`src/rtl/ptb_pkg.sv`:
```
// ptb_pkg: operation codes, status codes, controller state type and the
// command/status structs shared by the periodic timer bank modules.
// No dependencies.
`default_nettype none

package ptb_pkg;

	localparam int FUNC_W   = 3;
	localparam int TID_W    = 4;
	localparam int PERIOD_W = 16;
	localparam int STATUS_W = 2;
	localparam int FIRE_W   = 8;
	localparam int TPMS_W   = 8;
	localparam int CNT_W    = 16;

	localparam logic [CNT_W-1:0]  LIMIT_AT_RESET = 16'd1000;
	localparam logic [TPMS_W-1:0] TPMS_AT_RESET  = 8'd1;

	// operation codes
	localparam logic [FUNC_W-1:0] FN_TICK       = 3'd0;
	localparam logic [FUNC_W-1:0] FN_CLAIM      = 3'd1;
	localparam logic [FUNC_W-1:0] FN_SET_PERIOD = 3'd2;
	localparam logic [FUNC_W-1:0] FN_SET_NOTIFY = 3'd3;
	localparam logic [FUNC_W-1:0] FN_UNCLAIM    = 3'd4;

	// status codes
	localparam logic [STATUS_W-1:0] ST_OK          = 2'd0;
	localparam logic [STATUS_W-1:0] ST_BAD_ID      = 2'd1;
	localparam logic [STATUS_W-1:0] ST_CLAIMED     = 2'd2;
	localparam logic [STATUS_W-1:0] ST_NOT_CLAIMED = 2'd3;

	typedef enum logic [1:0] {
		CS_IDLE,
		CS_RUN
	} ctl_state_t;

	// controller to datapath
	typedef struct packed {
		logic load_in;   // capture the accepted word, clear the result
		logic exec;      // carry out a non-tick operation
		logic walk;      // advance the timer at the walk index
	} ptb_cmd_t;

	// datapath to controller
	typedef struct packed {
		logic is_tick;
	} ptb_stat_t;

endpackage

`default_nettype wire

```
`src/rtl/ptb_in_if.sv`:
```
// ptb_in_if / ptb_out_if: valid/ready channels of the timer bank.
// Depends on ptb_pkg for field widths.
`default_nettype none

interface ptb_in_if
	import ptb_pkg::*;
	();
	logic                valid;
	logic                ready;
	logic [FUNC_W-1:0]   func;
	logic [TID_W-1:0]    timer_id;
	logic [PERIOD_W-1:0] period;
	logic                notify_enable;

	modport source (output valid, func, timer_id, period, notify_enable, input ready);
	modport sink   (input valid, func, timer_id, period, notify_enable, output ready);
endinterface

interface ptb_out_if
	import ptb_pkg::*;
	();
	logic                valid;
	logic                ready;
	logic [STATUS_W-1:0] status;
	logic [FIRE_W-1:0]   fire_mask;

	modport source (output valid, status, fire_mask, input ready);
	modport sink   (input valid, status, fire_mask, output ready);
endinterface

`default_nettype wire

```
`src/rtl/ptb_ctrl.sv`:
```
// ptb_ctrl: controller state machine of the timer bank: handshakes, tick walk
// counter and result valid. Depends on ptb_pkg.
`default_nettype none

module ptb_ctrl
	import ptb_pkg::*;
#(
	parameter int NUM_TIMERS = 8,
	parameter int IDX_W      = 3
) (
	input  wire logic             clk,
	input  wire logic             arst_n,
	input  wire logic             in_valid,
	output logic                  in_ready,
	output logic                  out_valid,
	input  wire logic             out_ready,
	input  wire ptb_stat_t        stat,
	output ptb_cmd_t              cmd,
	output logic [IDX_W-1:0]      walk_idx
);

	localparam logic [IDX_W-1:0] LAST_IDX = IDX_W'(NUM_TIMERS - 1);

	ctl_state_t       state_q, state_d;
	logic [IDX_W-1:0] walk_idx_q;
	logic             out_valid_q;
	logic             accept;
	logic             finish;
	logic             walk_last;

	// slot is free when empty or being taken this cycle
	assign in_ready  = (state_q == CS_IDLE) && (!out_valid_q || out_ready);
	assign accept    = in_valid && in_ready;
	assign walk_last = (walk_idx_q == LAST_IDX);
	assign out_valid = out_valid_q;
	assign walk_idx  = walk_idx_q;

	// next state
	always_comb begin
		state_d = state_q;
		case (state_q)
			CS_IDLE: begin
				if (accept) state_d = CS_RUN;
			end
			CS_RUN: begin
				if (!stat.is_tick || walk_last) state_d = CS_IDLE;
			end
			default: state_d = CS_IDLE;
		endcase
	end

	// outputs
	always_comb begin
		cmd    = '0;
		finish = 1'b0;
		case (state_q)
			CS_IDLE: begin
				cmd.load_in = accept;
			end
			CS_RUN: begin
				cmd.exec = !stat.is_tick;
				cmd.walk = stat.is_tick;
				finish   = !stat.is_tick || walk_last;
			end
			default: begin
				finish = 1'b0;
			end
		endcase
	end

	always_ff @(posedge clk or negedge arst_n) begin
		if (!arst_n) begin
			state_q     <= CS_IDLE;
			walk_idx_q  <= '0;
			out_valid_q <= 1'b0;
		end else begin
			state_q <= state_d;
			// walk counter
			if (finish) walk_idx_q <= '0;
			else if (cmd.walk) walk_idx_q <= walk_idx_q + IDX_W'(1);
			// result valid
			if (finish) out_valid_q <= 1'b1;
			else if (out_ready) out_valid_q <= 1'b0;
		end
	end

endmodule

`default_nettype wire

```
`src/rtl/ptb_dp.sv`:
```
// ptb_dp: datapath of the timer bank: captured word, per-timer state, limit
// multiplier and result registers. Depends on ptb_pkg.
`default_nettype none

module ptb_dp
	import ptb_pkg::*;
#(
	parameter int NUM_TIMERS = 8,
	parameter int IDX_W      = 3
) (
	input  wire logic                clk,
	input  wire logic                arst_n,
	input  wire logic                cfg_we,
	input  wire logic [TPMS_W-1:0]   cfg_wdata,
	input  wire logic [FUNC_W-1:0]   in_func,
	input  wire logic [TID_W-1:0]    in_timer_id,
	input  wire logic [PERIOD_W-1:0] in_period,
	input  wire logic                in_notify_enable,
	input  wire ptb_cmd_t            cmd,
	input  wire logic [IDX_W-1:0]    walk_idx,
	output ptb_stat_t                stat,
	output logic [STATUS_W-1:0]      status,
	output logic [FIRE_W-1:0]        fire_mask
);

	// captured word
	logic [FUNC_W-1:0]   func_q;
	logic [TID_W-1:0]    id_q;
	logic [PERIOD_W-1:0] period_q;
	logic                nen_q;

	logic [TPMS_W-1:0]   tpms_q;
	logic [NUM_TIMERS-1:0] claimed_q;
	logic [NUM_TIMERS-1:0] notify_q;
	logic [CNT_W-1:0]    cnt_q [NUM_TIMERS];
	logic [CNT_W-1:0]    lim_q [NUM_TIMERS];

	logic [STATUS_W-1:0] status_q;
	logic [FIRE_W-1:0]   mask_q;

	logic                 id_ok;
	logic [IDX_W-1:0]     idx;
	logic [STATUS_W-1:0]  exec_status;
	logic                 do_write;
	logic [PERIOD_W+TPMS_W-1:0] product;
	logic [CNT_W-1:0]     new_limit;
	logic [CNT_W-1:0]     cnt_inc;
	logic                 expire;
	logic [FIRE_W-1:0]    fire_bit;

	assign stat.is_tick = (func_q == FN_TICK);
	assign status       = status_q;
	assign fire_mask    = mask_q;

	// id range check and guarded index
	assign id_ok = ({1'b0, id_q} < (TID_W+1)'(NUM_TIMERS));
	assign idx   = id_ok ? id_q[IDX_W-1:0] : '0;

	// limit = period * ticks_per_ms, low 16 bits
	assign product   = (PERIOD_W+TPMS_W)'(period_q) * (PERIOD_W+TPMS_W)'(tpms_q);
	assign new_limit = product[CNT_W-1:0];

	// status of a non-tick operation
	always_comb begin
		exec_status = ST_OK;
		case (func_q)
			FN_CLAIM: begin
				if (claimed_q[idx]) exec_status = ST_CLAIMED;
			end
			FN_SET_PERIOD, FN_SET_NOTIFY, FN_UNCLAIM: begin
				if (!claimed_q[idx]) exec_status = ST_NOT_CLAIMED;
			end
			default: exec_status = ST_OK;
		endcase
		if (!id_ok && (func_q == FN_CLAIM || func_q == FN_SET_PERIOD ||
		               func_q == FN_SET_NOTIFY || func_q == FN_UNCLAIM))
			exec_status = ST_BAD_ID;
	end
	assign do_write = cmd.exec && id_ok && (exec_status == ST_OK);

	// tick step for the timer at the walk index
	assign cnt_inc = cnt_q[walk_idx] + CNT_W'(1);
	assign expire  = (cnt_inc >= lim_q[walk_idx]);

	always_comb begin
		fire_bit = '0;
		for (int b = 0; b < FIRE_W; b++) begin
			if (b < NUM_TIMERS && walk_idx == IDX_W'(b)) fire_bit[b] = 1'b1;
		end
	end

	// captured word, no reset
	always_ff @(posedge clk) begin
		if (cmd.load_in) begin
			func_q   <= in_func;
			id_q     <= in_timer_id;
			period_q <= in_period;
			nen_q    <= in_notify_enable;
		end
	end

	// result payload
	always_ff @(posedge clk) begin
		if (cmd.load_in) begin
			status_q <= ST_OK;
			mask_q   <= '0;
		end else begin
			if (cmd.exec) status_q <= exec_status;
			if (cmd.walk && claimed_q[walk_idx] && expire && notify_q[walk_idx])
				mask_q <= mask_q | fire_bit;
		end
	end

	// config register and timer state
	always_ff @(posedge clk or negedge arst_n) begin
		if (!arst_n) begin
			tpms_q    <= TPMS_AT_RESET;
			claimed_q <= '0;
			notify_q  <= '0;
			for (int i = 0; i < NUM_TIMERS; i++) begin
				cnt_q[i] <= '0;
				lim_q[i] <= LIMIT_AT_RESET;
			end
		end else begin
			if (cfg_we) tpms_q <= cfg_wdata;
			if (cmd.walk && claimed_q[walk_idx]) begin
				cnt_q[walk_idx] <= expire ? '0 : cnt_inc;
			end
			if (do_write) begin
				case (func_q)
					FN_CLAIM: begin
						claimed_q[idx] <= 1'b1;
						lim_q[idx]     <= new_limit;
					end
					FN_SET_PERIOD: begin
						lim_q[idx] <= new_limit;
					end
					FN_SET_NOTIFY: begin
						notify_q[idx] <= nen_q;
					end
					FN_UNCLAIM: begin
						claimed_q[idx] <= 1'b0;
						notify_q[idx]  <= 1'b0;
						cnt_q[idx]     <= '0;
					end
					default: begin
						claimed_q <= claimed_q;
					end
				endcase
			end
		end
	end

endmodule

`default_nettype wire

```
`src/rtl/periodic_timer_bank_core.sv`:
```
// periodic_timer_bank_core: claim, period, notify, unclaim: the word is captured at accept,
// executed in the run state, and the result is registered. Tick: the walk visits one timer
// per cycle in the run state. One word at a time: a new word is taken only when idle.
// Asynchronous reset: timers unclaimed, counts 0, limits 1000, ticks_per_ms 1.
// Depends on ptb_pkg, ptb_in_if/ptb_out_if, ptb_ctrl, ptb_dp.
`default_nettype none

module periodic_timer_bank_core
	import ptb_pkg::*;
#(
	parameter int NUM_TIMERS = 8
) (
	input  wire logic              clk,
	input  wire logic              arst_n,
	input  wire logic              cfg_we,
	input  wire logic [TPMS_W-1:0] cfg_wdata,
	ptb_in_if.sink                 in_ch,
	ptb_out_if.source              out_ch
);

	localparam int IDX_W = (NUM_TIMERS > 1) ? $clog2(NUM_TIMERS) : 1;

	ptb_cmd_t         cmd;
	ptb_stat_t        stat;
	logic [IDX_W-1:0] walk_idx;

	// controller
	ptb_ctrl #(
		.NUM_TIMERS (NUM_TIMERS),
		.IDX_W      (IDX_W)
	) u_ctrl (
		.clk       (clk),
		.arst_n    (arst_n),
		.in_valid  (in_ch.valid),
		.in_ready  (in_ch.ready),
		.out_valid (out_ch.valid),
		.out_ready (out_ch.ready),
		.stat      (stat),
		.cmd       (cmd),
		.walk_idx  (walk_idx)
	);

	// datapath
	ptb_dp #(
		.NUM_TIMERS (NUM_TIMERS),
		.IDX_W      (IDX_W)
	) u_dp (
		.clk              (clk),
		.arst_n           (arst_n),
		.cfg_we           (cfg_we),
		.cfg_wdata        (cfg_wdata),
		.in_func          (in_ch.func),
		.in_timer_id      (in_ch.timer_id),
		.in_period        (in_ch.period),
		.in_notify_enable (in_ch.notify_enable),
		.cmd              (cmd),
		.walk_idx         (walk_idx),
		.stat             (stat),
		.status           (out_ch.status),
		.fire_mask        (out_ch.fire_mask)
	);

endmodule

`default_nettype wire
```
`src/flat_wrapper.sv`:
```
// flat-port wrapper written by rule: the top's interface ports become plain ports
module periodic_timer_bank_core_flat import ptb_pkg::*;
#(
	parameter int NUM_TIMERS = 8
)
  (clk, arst_n, cfg_we, cfg_wdata, in_ch_valid, in_ch_func, in_ch_timer_id, in_ch_period, in_ch_notify_enable, in_ch_ready, out_ch_valid, out_ch_status, out_ch_fire_mask, out_ch_ready);
  ptb_in_if in_ch_i ();
  ptb_out_if out_ch_i ();
  input  wire logic clk;
  input  wire logic arst_n;
  input  wire logic cfg_we;
  input  wire logic [TPMS_W-1:0] cfg_wdata;
  input wire logic [$bits(in_ch_i.valid)-1:0] in_ch_valid;
  input wire logic [$bits(in_ch_i.func)-1:0] in_ch_func;
  input wire logic [$bits(in_ch_i.timer_id)-1:0] in_ch_timer_id;
  input wire logic [$bits(in_ch_i.period)-1:0] in_ch_period;
  input wire logic [$bits(in_ch_i.notify_enable)-1:0] in_ch_notify_enable;
  output wire logic [$bits(in_ch_i.ready)-1:0] in_ch_ready;
  output wire logic [$bits(out_ch_i.valid)-1:0] out_ch_valid;
  output wire logic [$bits(out_ch_i.status)-1:0] out_ch_status;
  output wire logic [$bits(out_ch_i.fire_mask)-1:0] out_ch_fire_mask;
  input wire logic [$bits(out_ch_i.ready)-1:0] out_ch_ready;
  assign in_ch_i.valid = in_ch_valid;
  assign in_ch_i.func = in_ch_func;
  assign in_ch_i.timer_id = in_ch_timer_id;
  assign in_ch_i.period = in_ch_period;
  assign in_ch_i.notify_enable = in_ch_notify_enable;
  assign in_ch_ready = in_ch_i.ready;
  assign out_ch_valid = out_ch_i.valid;
  assign out_ch_status = out_ch_i.status;
  assign out_ch_fire_mask = out_ch_i.fire_mask;
  assign out_ch_i.ready = out_ch_ready;
  periodic_timer_bank_core #(.NUM_TIMERS(NUM_TIMERS)) u_core (.clk(clk), .arst_n(arst_n), .cfg_we(cfg_we), .cfg_wdata(cfg_wdata), .in_ch(in_ch_i), .out_ch(out_ch_i));
endmodule
```
`config.mk`:
```
export PLATFORM = sky130hd
export DESIGN_NAME = periodic_timer_bank_core_flat
export DESIGN_NICKNAME = d
export VERILOG_FILES = /design/src/rtl/ptb_pkg.sv /design/src/rtl/ptb_in_if.sv /design/src/rtl/ptb_ctrl.sv /design/src/rtl/ptb_dp.sv /design/src/rtl/periodic_timer_bank_core.sv /design/src/flat_wrapper.sv
export SDC_FILE = /design/constraint.sdc
export NUM_CORES = 1
export LEC_CHECK = 0
export CAP_MARGIN = 20
export CORE_MARGIN = 2
export CORE_UTILIZATION = 60
export CTS_CLUSTER_SIZE = 16
export DETAILED_ROUTE_END_ITERATION = 10
export DONT_BUFFER_PORTS = 1
export PLACE_DENSITY_LB_ADDON = 0.1
export RECOVER_POWER = 25
export SLEW_MARGIN = 20
export SYNTH_ARGS = -nofsm -noshare
export SYNTH_HDL_FRONTEND = slang
export SYNTH_SLANG_ARGS = --single-unit
```
`constraint.sdc`:
```
create_clock -name clk -period 12.4 [get_ports clk]
set_clock_uncertainty 0.2 [all_clocks]
set_input_delay 0 -clock clk [delete_from_list [all_inputs] [get_ports clk]]
set_output_delay 0 -clock clk [all_outputs]
set_load 0.05 [all_outputs]
```
==> metrics.cfg, run 1 <==
[place]
numPortBuffers = 0
gp_congestion = 0.913
dpl.hpwl_mm = 30.3

[timing]
setup-tns-final_ns = 0
fin_crit_sh_pct = 53.8
fin_crit_ns = 6.67
max_freq_ghz = 0.150
setup_violations = 0
maxSlewViolCount = 64
rsz0062_at_grt = no
worst_pin_slew_ns = 3.55
hold_viol_final = 0
slew-limit-headroom_pct = -137

[clocking]
cts-root-buf = clkbuf_16
h-tree-depth = 2
ctsHoldBuffers = 69
cts_tree = yes
cts_buffer_depth = 3
clock_latency_ns = 0.53
cts.clk_slew.worst_paths_ns = 0.06
cts_sinks = 319
cts_setup_buffers = 0
cts_made_buffers = 37
cts-resized-gates = 0

[yosys]
synth_cell_types = 90
synth_area_um2 = 18000
async_flop_share_pct = 89.3
ys_ff_latch = 319
synth_cells = 1612
synth-edff-count = 24
yosysSeqAreaShare_pct = 45.1
postSynthAreaPerCell_um2 = 11.2
synth_nets = 1756
ys_warn_count = 0
ys.flop_type = dfrtp_1

[hold_path]
hp-class = in -> reg
hold_path_startpoint = out_ch_ready

[cells_and_area]
drive_above_1_share_pct = 16.9
fin_nets = 1793
fin_util_pct = 68.1
synthToLayoutAreaGrowth_pct = 12.0

[grt]
grtUsageTotal_pct = 31.6
busiest_layer = met2
met1_usage_pct = 43.2
first_global_vias = 13500
grt-ovfl-total = 0
grt_max_degree = 286
grtUsageMet2_pct = 52.3
grt_pass1_wl_mm = 76.4
antenna_found_initial = 1
use_met3_pct = 4.21

[power]
vdd_ir_drop_max_uv = 617
p_per_area_nw_per_um2 = 192
leakage_nw = 8.83

[floorplan]
die_w_um = 177
pin_count = 49
coreArea_um2 = 29600
rows = 63
die_area_um2 = 31400
start_util_pct = 60.8
die_y_um = 177

[drt]
dr.pass1.iters = 6
vias = 13400
antenna_left = 0
drc = 0
dr.first_iter.drc_count = 1190
wl_per_cell_um = 23.6
wl_mm = 48.7
via_per_inst = 6.48

[worst_setup_path]
worstPathMaxFanout = 47
arrival_ns = 6.93
crit_path_end_kind = register
crit_type = reg -> reg
crit_path_start_kind = register
worstPathRequired_ns = 12.66
setup.worst_path.start = u_core.u_ctrl.walk_idx[1]
rr_startpoint = u_core.u_ctrl.walk_idx[1]

[run_status]
outcome = finished, violations left
violations = max-capacitance violations, max-slew violations

[job]
drv_cap = 1

[routing by layer]
layer | vias up | routed length, µm
met5 | - | 0
met2 | 563 | 23800
met1 | 6785 | 20100
met3 | 128 | 3310
li1 | 5910 | -
met4 | 0 | 1500
[layout make-up]
cell class                 count  area, µm²
tap                          390        488
clock inverter                 9        110
sequential                   319       8120
multi-input combinational   1102       9010
antenna                        1       2.50
fill                        2200       9430
timing repair buffer          99        952
clock buffer                  57       1110
inverter                      90        338
[synthesized netlist by cell type, types with 8 or more instances]
| cell type | number | area share [%] |
|---|---|---|
| dfrtp_1 | 236 | 33 |
| nor3_1 | 9 | 0.25 |
| nor2b_1 | 13 | 0.45 |
| nand2b_1 | 11 | 0.38 |
| a22oi_1 | 36 | 1.5 |
| xnor2_1 | 22 | 1.1 |
| dfstp_2 | 49 | 7.2 |
| nor3_2 | 9 | 0.50 |
| nand2_1 | 142 | 3.0 |
| nand3_1 | 19 | 0.53 |
| inv_1 | 87 | 1.8 |
| o21ai_0 | 58 | 1.6 |
| dfxtp_1 | 10 | 1.1 |
| ha_1 | 47 | 3.3 |
| a21oi_1 | 65 | 1.8 |
| edfxtp_1 | 24 | 4.0 |
| a211oi_1 | 12 | 0.50 |
| mux2i_1 | 27 | 1.5 |
| nor2_1 | 60 | 1.3 |
| xor2_1 | 10 | 0.49 |
| fa_1 | 60 | 6.7 |
| and3_1 | 31 | 1.1 |
| clkbuf_1 | 58 | 1.2 |
| a22o_1 | 105 | 5.1 |
| and2_1 | 73 | 2.5 |
| mux2_2 | 102 | 6.4 |
| nand4_1 | 35 | 1.2 |
| buf_2 | 23 | 0.64 |
| nor4_1 | 9 | 0.31 |
| a221oi_1 | 21 | 1.0 |
| mux4_1 | 8 | 1.2 |
[registers in the layout, indices dropped and copies added (netlist names), named ones only]
| signal | count |
|---|---|
| u_core.u_ctrl.out_valid | 1 |
| u_core.u_ctrl.walk_idx | 3 |
| u_core.u_dp.func_q | 3 |
| u_core.u_dp.cnt_q | 128 |
| u_core.u_dp.period_q | 16 |
| u_core.u_dp.tpms_q | 8 |
| u_core.u_dp.fire_mask | 8 |
| u_core.u_dp.lim_q | 128 |
| u_core.u_dp.status | 2 |
| u_core.u_dp.notify_q | 8 |
| u_core.u_ctrl.state_q | 1 |
| u_core.u_dp.id_q | 4 |
| u_core.u_dp.nen_q | 1 |
[layout by cell type, fill, tap and decap left out, drive strengths merged, types with 19 or more instances in the layout]
cell type | Yosys | final
dfrtp | 236 | 236
nand2 | 144 | 144
a22o | 105 | 105
mux2 | 104 | 104
inv | 88 | 88
and2 | 74 | 74
dlygate4sd3 | 0 | 69
a21oi | 65 | 65
fa | 60 | 60
nor2 | 60 | 60
o21ai | 58 | 58
clkbuf | 59 | 58
dfstp | 49 | 49
ha | 47 | 47
a22oi | 36 | 36
nand4 | 35 | 35
and3 | 31 | 31
buf | 42 | 29
mux2i | 28 | 28
edfxtp | 24 | 24
xnor2 | 24 | 24
a221oi | 22 | 22
nand3 | 19 | 19
nor3 | 19 | 19
[kinds of logic after synthesis]
logic type                 after synthesis  synth area share, %
DFF                                    319                 45.1
xor gates and xnor gates                35                 1.83
and+or+nand+nor                        450                 13.4
AOI/OAI and AO/OA                      365                 14.9
buffers and inverters                  191                 4.90
muxes                                  145                 9.89
adders and majority gates              107                 9.95
[where the power goes]
| group | switching (mW) | total [mW] | internal (mW) |
|---|---|---|---|
| sequential | 0.0878 | 1.28 | 1.19 |
| combinational | 0.971 | 1.50 | 0.529 |
| clock | 0.438 | 1.10 | 0.661 |
| total | 1.50 | 3.88 | 2.38 |
[through the flow]
| step | power, mW | setup slack [ns] | area (µm²) | std cells | hold WS [ns] |
|---|---|---|---|---|---|
| floorplan | 2.31 | 7.17 | 18000 | 1612 | -0.496 |
| global placement | 2.71 | 6.02 | 18100 | 1928 | -0.488 |
| detailed placement | 2.75 | 5.92 | 18100 | 1928 | -0.487 |
| CTS | 3.89 | 5.85 | 20100 | 2063 | 0.0668 |
| global route | 4.11 | 5.44 | 20100 | 2067 | 0.158 |
| finish | 3.88 | 5.73 | 20100 | 2067 | 0.0909 |
[critical path, cell delays in order (launching register included)]
cell,delay (ns)
dfrtp_1,0.32
buf_4,0.45
clkinv_1,0.79
a221o_1,0.52
o21ai_0,0.09
and2_1,0.33
inv_1,0.11
ha_1,0.27
xnor2_1,0.65
ha_1,0.36
o21a_1,0.18
o21ai_0,0.14
o21bai_1,0.12
a2111o_1,0.42
a21o_1,0.46
nor3_2,0.91
a22o_1,0.25
[final timing paths]
kind                                             end  slack, ns  cells after the start
min in group asynchronous       u_core.u_dp.cnt_q[5]       1.56                      3
max in group asynchronous  u_core.u_ctrl.walk_idx[2]       8.13                      3
setup / recovery               u_core.u_dp.cnt_q[74]       5.73                     16
setup reg to reg               u_core.u_dp.cnt_q[74]       5.73                     16
hold / removal               u_core.u_ctrl.out_valid       0.09                      4
hold reg to reg               u_core.u_dp.lim_q[121]       0.27                      2
Note: power is estimated with default switching activity, not from simulation.
==> run 2: changes to the inputs <==
clock period = 6.4 ns   (was 12.4 ns; I/O delays follow)
==> metrics.cfg, run 2 (synthesis results as in run 1) <==
[drt]
via_per_inst = 6.43
wl_mm = 48.1
antenna_left = 0
drc = 0
wl_per_cell_um = 23.2
dr.first_iter.drc_count = 1165
dr.pass1.iters = 5
vias = 13400

[worst_setup_path]
rr_startpoint = u_core.u_dp.tpms_q[2]
path_common_cell = fa_1
crit_path_end_kind = register
cp_cell_sequence = and2_1, fa_1, inv_1, fa_1, inv_1, fa_1, fa_1, ha_1, o21a_1, o31a_1, o41ai_1, o21ai_0, o41ai_1, xnor2_1, mux2_2
r2r_cells = 15
worstPathRequired_ns = 6.60
max_stage_delay_ns = 0.58
cpMaxStageDelayCell = dfrtp_1
crit_path_start_kind = register
crit_type = reg -> reg
setup.worst_path.start = u_core.u_dp.tpms_q[2]
arrival_ns = 5.91
worstPathMaxFanout = 15

[power]
power_frac_comb_pct = 38.7
power.internal_mw = 4.55
p_total_mw = 7.40
leakage_nw = 8.89
netSwitchingPower_mw = 2.85
seqPwrFrac_pct = 33.4
p_sw_share_pct = 38.5
p_clk_share_pct = 27.9
p_per_area_nw_per_um2 = 367
vdd_ir_drop_max_uv = 929

[timing]
hold_ws_ns = -1.02
maxSlewViolCount = 0
setup-tns-final_ns = 0
worst_pin_slew_ns = 1.09
slew-limit-headroom_pct = 27.2
max_freq_ghz = 0.175
hold_viol_final = 285
setup_violations = 0
fin_crit_sh_pct = 89.2
fin_crit_ns = 5.71
rsz0062_at_grt = no
fin_ws_ns = 0.689

[floorplan]
coreArea_um2 = 29600
rows = 63
pin_count = 49
start_util_pct = 60.8
die_y_um = 177
die_area_um2 = 31400
die_w_um = 177

[cells_and_area]
fin_nets = 1804
layout_commonest_cell = dfrtp_1
diodes = 0
final_cell_mix = dfrtp_1 (234), nand2_1 (142), a22o_1 (105)
drive_above_1_share_pct = 18.0
fillers = 2224
top_regs = u_core.u_dp.cnt_q: 128 flops, u_core.u_dp.lim_q: 128 flops, u_core.u_dp.period_q: 16 flops
synthToLayoutAreaGrowth_pct = 12.2

[place]
preCtsSetupSlack_ns = 0.787
dpl.hpwl_mm = 30.8
gp_congestion = 0.894
numPortBuffers = 0

[clocking]
clock_latency_ns = 0.53
h-tree-depth = 2
cts_buffer_depth = 3
cts_sinks = 319
cts.clk_slew.worst_paths_ns = 0.08
cts_made_buffers = 35
ctsHoldBuffers = 67
cts-root-buf = clkbuf_16
cts_tree = yes

[grt]
antenna_found_initial = 0
grt-ovfl-total = 0
grt_max_degree = 286
grt_pass1_wl_mm = 75.6
grtUsageTotal_pct = 31.3
first_global_vias = 13400

[run_status]
violations = negative hold slack
outcome = finished, violations left

[hold_path]
hp-class = in -> async

[job]
drv_cap = 0

-- run 2: routing by layer --
| layer | up-vias | part of all wire [%] | GRT usage (%) | wire length (µm) |
|---|---|---|---|---|
| li1 | 5933 | - | - | - |
| met1 | 6749 | 41 | 41.3 | 19500 |
| met2 | 555 | 49 | 52.0 | 23700 |
| met3 | 116 | 7.0 | 5.71 | 3360 |
| met4 | 0 | 3.1 | 10.8 | 1500 |
| met5 | - | 0 | 0 | 0 |
-- run 2: cell type report --
cell class                      count  area (µm²)  share of cell area (%)
Sequential cell                   319        8120                    40.2
Tap cell                          390         488                    2.42
Clock buffer                       51        1050                    5.19
Inverter                           90         338                    1.67
Clock inverter                     13         133                   0.657
Multi-Input combinational cell   1102        9020                    44.7
Timing Repair Buffer              112        1040                    5.14
-- run 2: critical path: cells and delay by family, from the launching register on --
kind | cells | cell delay, ns
compound gates | 5 | 1.42
flops | 1 | 0.58
buf+inv | 2 | 0.11
xor+xnor | 1 | 0.33
mux | 1 | 0.35
fa+ha+maj | 5 | 2.31
simple gates | 1 | 0.28
-- run 2: timing repair --
item / 4_1_cts / 5_1_grt
gates resized for setup: 0 / 0
setup buffers: 0 / 0
endpoints found under the hold margin: 353 / 285
-- run 2: power by group through the flow --
| stage | logic (mW) | registers, mW | clock network, mW |
|---|---|---|---|
| 6_report | 2.87 | 2.47 | 2.06 |
| 5_1_grt | 3.18 | 2.50 | 2.17 |
| 4_1_cts | 2.86 | 2.47 | 2.08 |
| 3_5_place_dp | 2.81 | 2.50 | 0 |
| 3_3_place_gp | 2.74 | 2.49 | 0 |
| 2_1_floorplan | 2.05 | 2.44 | 0 |
-- run 2: path summary, 6_finish.rpt --
check	end	slack, ns
worst min-delay path	u_core.u_dp.cnt_q[24]	-1.02
worst max register to register	u_core.u_dp.lim_q[63]	0.69
min in group clk	u_core.u_ctrl.out_valid	0.06
max in group asynchronous	u_core.u_dp.lim_q[39]	6.62
worst min register to register	u_core.u_dp.lim_q[121]	0.27
worst max-delay path	u_core.u_dp.lim_q[63]	0.69
-- run 2: stage by stage --
step	utilization (%)	hold WS (ns)	area, µm²	cells
6_report	68.3	-1.02	20200	2077
5_1_grt	68.3	-1.04	20200	2077
3_3_place_gp	61.9	-0.488	18300	1945
4_1_cts	68.2	-1.03	20200	2077
2_1_floorplan	-	-0.496	18000	1612
3_5_place_dp	62.0	-0.487	18300	1946
==> run 3: changes to the inputs <==
CORE_UTILIZATION = 30   (was 60)
==> metrics.cfg, run 3 (synthesis results as in run 1) <==
[run_status]
outcome = finished, violations left
violations = negative hold slack

[place]
numPortBuffers = 0
dpl.hpwl_mm = 36.1
placedCellCount = 2340
gp_congestion = 0.813

[timing]
setup_violations = 0
setup-tns-final_ns = 0
rsz0062_at_grt = no
slew-limit-headroom_pct = 27.1
max_freq_ghz = 0.177
worst_pin_slew_ns = 1.09
hold_viol_final = 285
hold_ws_ns = -1.06
fin_crit_ns = 5.65
maxSlewViolCount = 0
fin_crit_sh_pct = 88.3

[cells_and_area]
instances_no_fill = 2482
layout_commonest_cell = dfrtp_1
fin_nets = 1821
top_regs = u_core.u_dp.cnt_q: 128 flops, u_core.u_dp.lim_q: 128 flops, u_core.u_dp.period_q: 16 flops
fin_util_pct = 35.4
drive_above_1_share_pct = 18.5
fillers = 5852
diodes = 0
synthToLayoutAreaGrowth_pct = 16.3
final_cell_mix = dfrtp_1 (234), nand2_1 (142), a22o_1 (105)

[grt]
grt_max_degree = 286
grtUsageTotal_pct = 18.0
antenna_found_initial = 0
grt_pass1_wl_mm = 86.1
grt-ovfl-total = 0
first_global_vias = 13400

[worst_setup_path]
reg2reg_to = u_core.u_dp.lim_q[127]
crit_path_start_kind = register
ff2ff_setup_slack_ns = 0.75
worstPathRequired_ns = 6.64
r2r_cells = 15
setup.worst_path.start = u_core.u_dp.tpms_q[2]
worstPathMaxFanout = 15
crit_type = reg -> reg
worst_setup_path_endpoint = u_core.u_dp.lim_q[127]
crit_path_end_kind = register
arrival_ns = 5.89
rr_startpoint = u_core.u_dp.tpms_q[2]

[clocking]
cts.clk_slew.worst_paths_ns = 0.06
ctsHoldBuffers = 68
cts_tree = yes
cts-resized-gates = 0
cts_setup_buffers = 0
cts_made_buffers = 40
h-tree-depth = 2
cts_buffer_depth = 3
cts_sinks = 319
clock_latency_ns = 0.58
cts-root-buf = clkbuf_16

[power]
leakage_nw = 9.03
vdd_ir_drop_max_uv = 489
p_per_area_nw_per_um2 = 372
p_total_mw = 7.77

[floorplan]
die_w_um = 249
rows = 89
coreArea_um2 = 59100
die_y_um = 249
start_util_pct = 30.4
pin_count = 49
die_area_um2 = 61900

[drt]
dr.first_iter.drc_count = 655
antenna_left = 0
vias = 12900
via_per_inst = 5.21
wl_mm = 55.9
wl_per_cell_um = 22.5
dr.pass1.iters = 5
drc = 0

[job]
drv_cap = 0

[hold_path]
hp-class = in -> async

## run 3: cell count changes in the layout (fill, tap and decap cells not counted), moves of 2 or more
cell / previous run / this run
buf_4: 42 / 55
bufinv_16: 2 / 4
clkbuf_1: 6 / 10
clkbuf_16: 36 / 40
clkinv_1: 3 / 6
clkinv_2: 6 / 4
## run 3: worst min path at each step
stage | end | slack, ns | cells past startpoint
floorplan | async pin | -0.50 | 0
finish | u_core.u_dp.cnt_q[72] | -1.06 | 0
CTS | u_core.u_dp.cnt_q[88] | -1.10 | 0
global placement | u_core.u_dp.cnt_q[8] | -0.48 | 0
global route | u_core.u_dp.cnt_q[72] | -1.09 | 0
detailed placement | u_core.u_dp.cnt_q[72] | -0.48 | 0
## run 3: layout make-up
type                       instances  area [µm²]  share of cell area (%)
multi-input combinational       1102        9010                    43.1
timing repair buffer             124        1110                    5.33
clock buffer                      58        1150                    5.49
clock inverter                    16         208                   0.994
sequential                       319        8120                    38.8
inverter                          90         338                    1.62
tap                              773         967                    4.63
## run 3: per-stage QoR
step / hold slack (ns) / instance area [µm²] / setup WS (ns)
detailed placement: -0.476 / 18900 / 0.694
floorplan: -0.496 / 18000 / 1.17
finish: -1.06 / 20900 / 0.750
global placement: -0.477 / 18900 / 0.729
global route: -1.09 / 20900 / 0.378
CTS: -1.10 / 20900 / 0.671
## run 3: routing by layer
layer	vias to the layer above	wire length, µm	global-route usage, %	part of all wire [%]
met5	-	0	0	0
met4	0	1280	5.04	2.3
met3	77	2380	2.83	4.3
met2	271	26300	29.4	47
met1	6625	26000	24.8	46
li1	5969	-	-	-
## run 3: worst max-delay path, cell delays in order (launching register included)
cell and delay (ns):
dfrtp_1 0.59, and2_1 0.29, fa_1 0.55, inv_1 0.06, fa_1 0.53, inv_1 0.05, fa_1 0.49, fa_1 0.41
ha_1 0.34, o21a_1 0.13, o31a_1 0.12, o41ai_1 0.44, o21ai_0 0.25, o41ai_1 0.40, xnor2_1 0.32, mux2_2 0.35
## run 3: where the power goes
group          internal (mW)  switching (mW)  leakage (nW)
clock                   1.41           0.934         0.662
combinational           1.02            1.92          4.30
sequential              2.30           0.173          4.07
total                   4.74            3.03          9.03
